[config.mk]
export PLATFORM = sky130hd
export DESIGN_NAME = drs_cell
export DESIGN_NICKNAME = d
export VERILOG_FILES = /design/src/hdl/drs_pkg.sv /design/src/hdl/drs_cell.sv
export SDC_FILE = /design/constraint.sdc
export NUM_CORES = 1
export LEC_CHECK = 0
export ABC_AREA = 1
export BUFFER_PORTS_ARGS = -buffer_cell sky130_fd_sc_hd__clkbuf_2
export CORE_MARGIN = 1.5
export CORE_UTILIZATION = 35
export DETAILED_ROUTE_END_ITERATION = 16
export PLACE_DENSITY = 0.67
export SYNTH_ARGS = -nofsm -noshare
export SYNTH_HDL_FRONTEND = slang
export SYNTH_SLANG_ARGS = --single-unit
[constraint.sdc]
create_clock -name clk -period 3.1 [get_ports clk]
set_clock_uncertainty 0.15 [all_clocks]
set_input_delay 0.62 -clock clk [delete_from_list [all_inputs] [get_ports clk]]
set_output_delay 0.62 -clock clk [all_outputs]
set_load 0.01 [all_outputs]
[src/hdl/drs_pkg.sv]
`timescale 1ns / 1ps
`default_nettype none

package drs_pkg;

	localparam int MAX_RECORDS_DEF = 64;

	// member order is the sort key order, so the packed word compares directly
	typedef struct packed {
		logic        no_date;
		logic [13:0] year;
		logic [3:0]  month;
		logic [4:0]  day;
		logic [15:0] record_id;
	} record_t;

	// chain-wide control, same for every cell
	typedef struct packed {
		logic ins;  // insert the broadcast record
		logic shl;  // shift the chain one cell toward the head
	} ctrl_t;

	typedef enum logic {
		ST_LOAD,
		ST_DRAIN
	} state_t;

	// true when a must go strictly after b
	function automatic logic rec_after(input record_t a, input record_t b);
		return a > b;
	endfunction

endpackage

`default_nettype wire

[src/hdl/drs_cell.sv]
`timescale 1ns / 1ps
`default_nettype none

module drs_cell (
	input  wire              clk,
	input  drs_pkg::ctrl_t   ctrl,
	input  drs_pkg::record_t in_rec,
	input  drs_pkg::record_t left_rec,
	input  drs_pkg::record_t right_rec,
	input  wire              occ,
	input  wire              left_occ,
	input  wire              left_after,
	output drs_pkg::record_t rec,
	output logic             after
);

	drs_pkg::record_t rec_q;
	logic             load;

	assign after = occ && drs_pkg::rec_after(rec_q, in_rec);
	// displaced cells and the first free cell take a new value
	assign load  = ctrl.ins && (after || (!occ && left_occ));
	assign rec   = rec_q;

	always_ff @(posedge clk) begin
		if (ctrl.shl) begin
			rec_q <= right_rec;
		end else if (load) begin
			rec_q <= left_after ? left_rec : in_rec;
		end
	end

endmodule

`default_nettype wire

Word level (Yosys, flattened, before mapping) --
Index checks and enable logic that the tools add are counted. Widths: inputs -> output; s select.
Operators by class: order comparisons 1, multiplexer cells 3, reductions and logical operators 6
Operators with widths (number):
- $mux 40 | 3
- $gt 40x40->1 | 1
- $logic_and 1x1->1 | 3
- $reduce_bool 2->1 | 1
- $logic_not 1->1 | 1
- $logic_or 1x1->1 | 1
Storage, ports and cells: register bits 40, input bits 126

Depth between registers and ports, before layout --
depth in word-level cells 6, mapped depth 16

Worst setup path before layout --
Ideal clock, no wire load.
path kind in2reg, from input port in_rec[35] (netlist bit), to register rec_q, in the netlist rec[0], enable pin, setup time 398 ps, arrival 2528 ps, data required time 2552 ps, path slack 24 ps, cell stages on the path 14, buffers on the path 0, cell sequence inv_1 ha_1 nand2_1 nor2_1 nand3_1 nor2_2 nand2_1 nor2_1 nor2_1 nand2_2 nand2_2 nand2_1 nand2_1 nand2_1
On the way: longest elaborated chain between the ends 5
RTL lines:
- start, declared | line drs_cell.sv:7 | input drs_pkg::record_t in_rec,
- $gt 40x40->1 | line drs_pkg.sv:30 | return a > b;
- $logic_and 1x1->1 | line drs_cell.sv:20 | assign after = occ && drs_pkg::rec_after(rec_q, in_rec);
- $logic_or 1x1->1 | line drs_cell.sv:22 | assign load = ctrl.ins && (after || (!occ && left_occ));
- $logic_and 1x1->1 | line drs_cell.sv:22
- $reduce_bool 2->1 (no source line)
- end signal, assigned | line drs_cell.sv:27 | rec_q <= right_rec;
- end signal, assigned | line drs_cell.sv:29 | rec_q <= left_after ? left_rec : in_rec;
- end, declared | line drs_cell.sv:17 | drs_pkg::record_t rec_q;
Every way passes these cells. A chain may end at the register's enable or synchronous reset.

Worst setup path in the final report --
from input port in_rec[39] (netlist bit), to output port after
On the way: longest elaborated chain between the ends 2
RTL lines:
- $gt 40x40->1 | line drs_pkg.sv:30
- $logic_and 1x1->1 | line drs_cell.sv:20
- end, declared | line drs_cell.sv:14 | output logic after
Every way passes these cells.

==> summary.md <==
| Metric | Value |
|---|---|
| Die H | `98.2 um` |
| Crit end category | `output port` |
| First-pass GRT wire length | `13.0 mm` |
| Critical path class | `in2out` |
| Area Growth Syn to Fin | `33.2%` |
| Die Area | `9640 um^2` |
| # resized after CTS | `0` |
| Most used flip-flop cell after synthesis | `edfxtp_1` |
| Core Area | `8760 um^2` |
| Critical path fanouts, max | `2` |
| Vias per std cell | `4.75` |
| Register area share after synthesis | `37.9%` |
| CP arrival | `2.05 ns` |
| Slew Limit Fails | `0` |
| N_diodes | `0` |
| Synth warn | `0` |
| F_max | `0.355 GHz` |
| Syn_area_per_cell | `8.37 um^2` |
| Final ANT Viol Nets | `0` |
| #FFs+latches synth | `40` |
| Iter 0 DRT Violations | `46` |
| Clk slew on worst S/H paths | `0.08 ns` |
| Top cell type's share of synthesized area | `37.9%` |
| Largest cells by area after synthesis | `edfxtp_1 38%, ha_1 16%, nand2_1 11%` |
| DP Worst Slack | `0.216 ns` |
| Starting Density | `36.2%` |
| DR pass1 iterations | `4` |
| Row count | `34` |
| CP required | `2.33 ns` |
| GP Congestion | `0.835` |
| Crit-path cells | `clkbuf_2, inv_1, ha_1, nand2_1, nor2_4, nand3_1, nor2_2, nand2_1, nor2_1, nor2_1, nand2_2, nand2_2, inv_1, clkbuf_2` |
| Area leader, netlist | `edfxtp_1` |
| Unrepaired setup endpoints after global routing | `no` |
| Die W | `98.2 um` |
| Vias | `3,076` |
| GRT Util Overall | `16.3%` |
| Cts hold-fix bufs | `0` |
| Post-Syn Area | `3170 um^2` |
| Worst R2R Start | `rec[35]$_DFFE_PP_` |
| CTS tree | `yes` |
| Grt total ovfl | `0` |
| Cells after synthesis | `379` |
| Synth async-reset ratio | `0%` |
| Startpoint types | `input port` |
| Worst slew pin tran | `0.716 ns` |
| CTS Buf Count | `5` |
| Reg area | `1200 um^2` |
| CP max stage cell | `ha_1` |
| CTS root buf | `clkbuf_8` |
| Number of flops mapped to enable cells by yosys | `40` |
| Status | `completed` |
| P_leak | `2.19 nW` |
| Tcrit/Tclk final | `90.9%` |
| Final min period | `2.82 ns` |
| Detailed placer's ending HPWL | `6.16 mm` |
| IO Count | `167` |
| CTS Buffer Depth | `2` |
| Antenna violations before repair | `0` |
| Max reg flops | `40` |
| CTS H-tree depth | `2` |
| Clk Latency, worst-skew pair | `0.29 ns` |
| Final worst slack | `0.282 ns` |
| Setup crit start | `in_rec[39]` |
| Hold Crit Start | `right_rec[13]` |
| Hold Fails Final Rpt | `0` |
| Max Cap Viol | `0` |
| Yosys cell types | `21` |
| Slew headroom | `52.2%` |
| PD cells | `356 nW/um^2` |
| Share of cells above drive strength 1 | `34.1%` |
| Maximum vdd ir drop | `0.136 mV` |
| TNS Setup | `0 ns` |
| Nets | `705` |
| Mapped Nets | `545` |
| Largest net degree at the start of global routing | `79` |
| Min Hold Slack | `0.449 ns` |
| Port Buffers | `166` |
| CTS sink count | `40` |
| Area of the multi-input gates | `1680 um^2` |
| Tightest Hold Check Type | `in2reg` |
| Routed len/inst | `11.8 um` |
| Setup violations, final | `0` |
| Worst path max stage delay | `0.29 ns` |
| Post-CTS Setup Bufs | `0` |
| Flop-to-flop setup slack | `0.65 ns` |
| Filler cell count | `890` |
| Remaining DRCs | `0` |
| Drt total wl | `7.68 mm` |
| Vias in the first global route | `3,092` |
-- routing by layer --
layer  GRT usage, %  routed length [um]  up-vias
met2           30.7                3790      108
met3           3.79                 518        8
met4           3.36                  69        0
met1           18.6                3300     1347
li1               -                   -     1613
met5              0                   0        -
-- cells in the final DEF (no fill, tap or decap) --
cell type,n
nor3_1,1
inv_2,2
nor2_4,1
buf_4,1
nand4_1,3
nand2_2,3
a21oi_1,21
nand2_1,93
nor2_2,3
a21o_1,2
ha_1,40
clkbuf_2,166
clkbuf_1,2
edfxtp_1,40
o21ai_0,2
o211ai_1,37
buf_12,3
o21a_1,37
inv_1,57
clkinv_1,2
nand3_1,3
clkbuf_8,5
o21ai_1,1
nor2_1,15
-- Yosys cell counts (2+ instances only) --
master    count
inv_2         2
a21o_1        2
buf_2         6
inv_1        57
nand4_1       3
o21ai_0       2
nand3_1       3
o21a_1       37
edfxtp_1     40
nand2_2       2
nor2_2        3
clkbuf_1     10
nand2_1      94
ha_1         40
nor2_1       16
o211ai_1     37
a21oi_1      21
-- stage by stage --
step | std cells | instance area (um^2) | power (mW) | util [%]
floorplan | 379 | 3170 | 0.979 | -
global placement | 640 | 4140 | 1.17 | 47.2
detailed placement | 640 | 4140 | 1.18 | 47.2
CTS | 648 | 4220 | 1.53 | 48.1
global route | 648 | 4220 | 1.62 | 48.2
finish | 648 | 4220 | 1.51 | 48.2
-- critical path: cells and delay by family --
| kind | cells | cell delay (ns) |
|---|---|---|
| adders and majority gates | 1 | 0.29 |
| and+or+nand+nor | 9 | 0.84 |
| buffers and inverters | 4 | 0.29 |
-- kinds of logic (layout without fill, tap and decap cells) --
family                     after synthesis  after routing  share of synthesized area (%)
buffers and inverters                   77            238                           9.35
AOI/OAI and AO/OA                      100            100                           21.8
DFF                                     40             40                           37.9
and+or+nand+nor                        122            122                           15.2
adders and majority gates               40             40                           15.8
-- layout make-up --
class,count,area share (%)
tap,108,3.20
sequential,40,28.4
multi-input combinational,262,39.9
inverter,60,5.33
clock buffer,7,1.81
clock inverter,1,0.0889
timing repair buffer,170,21.3
-- power by group --
part / switching [mW] / internal, mW / total, mW
sequential: 0.0291 / 0.663 / 0.692
combinational: 0.252 / 0.221 / 0.473
clock: 0.183 / 0.157 / 0.340
-- final timing paths --
path         cells past startpoint                 to
max                             14              after
min                              2  rec[13]$_DFFE_PP_
max reg2reg                     14  rec[20]$_DFFE_PP_
min reg2reg                      9   rec[2]$_DFFE_PP_
No activity file was read; power rests on OpenSTA's default activity.
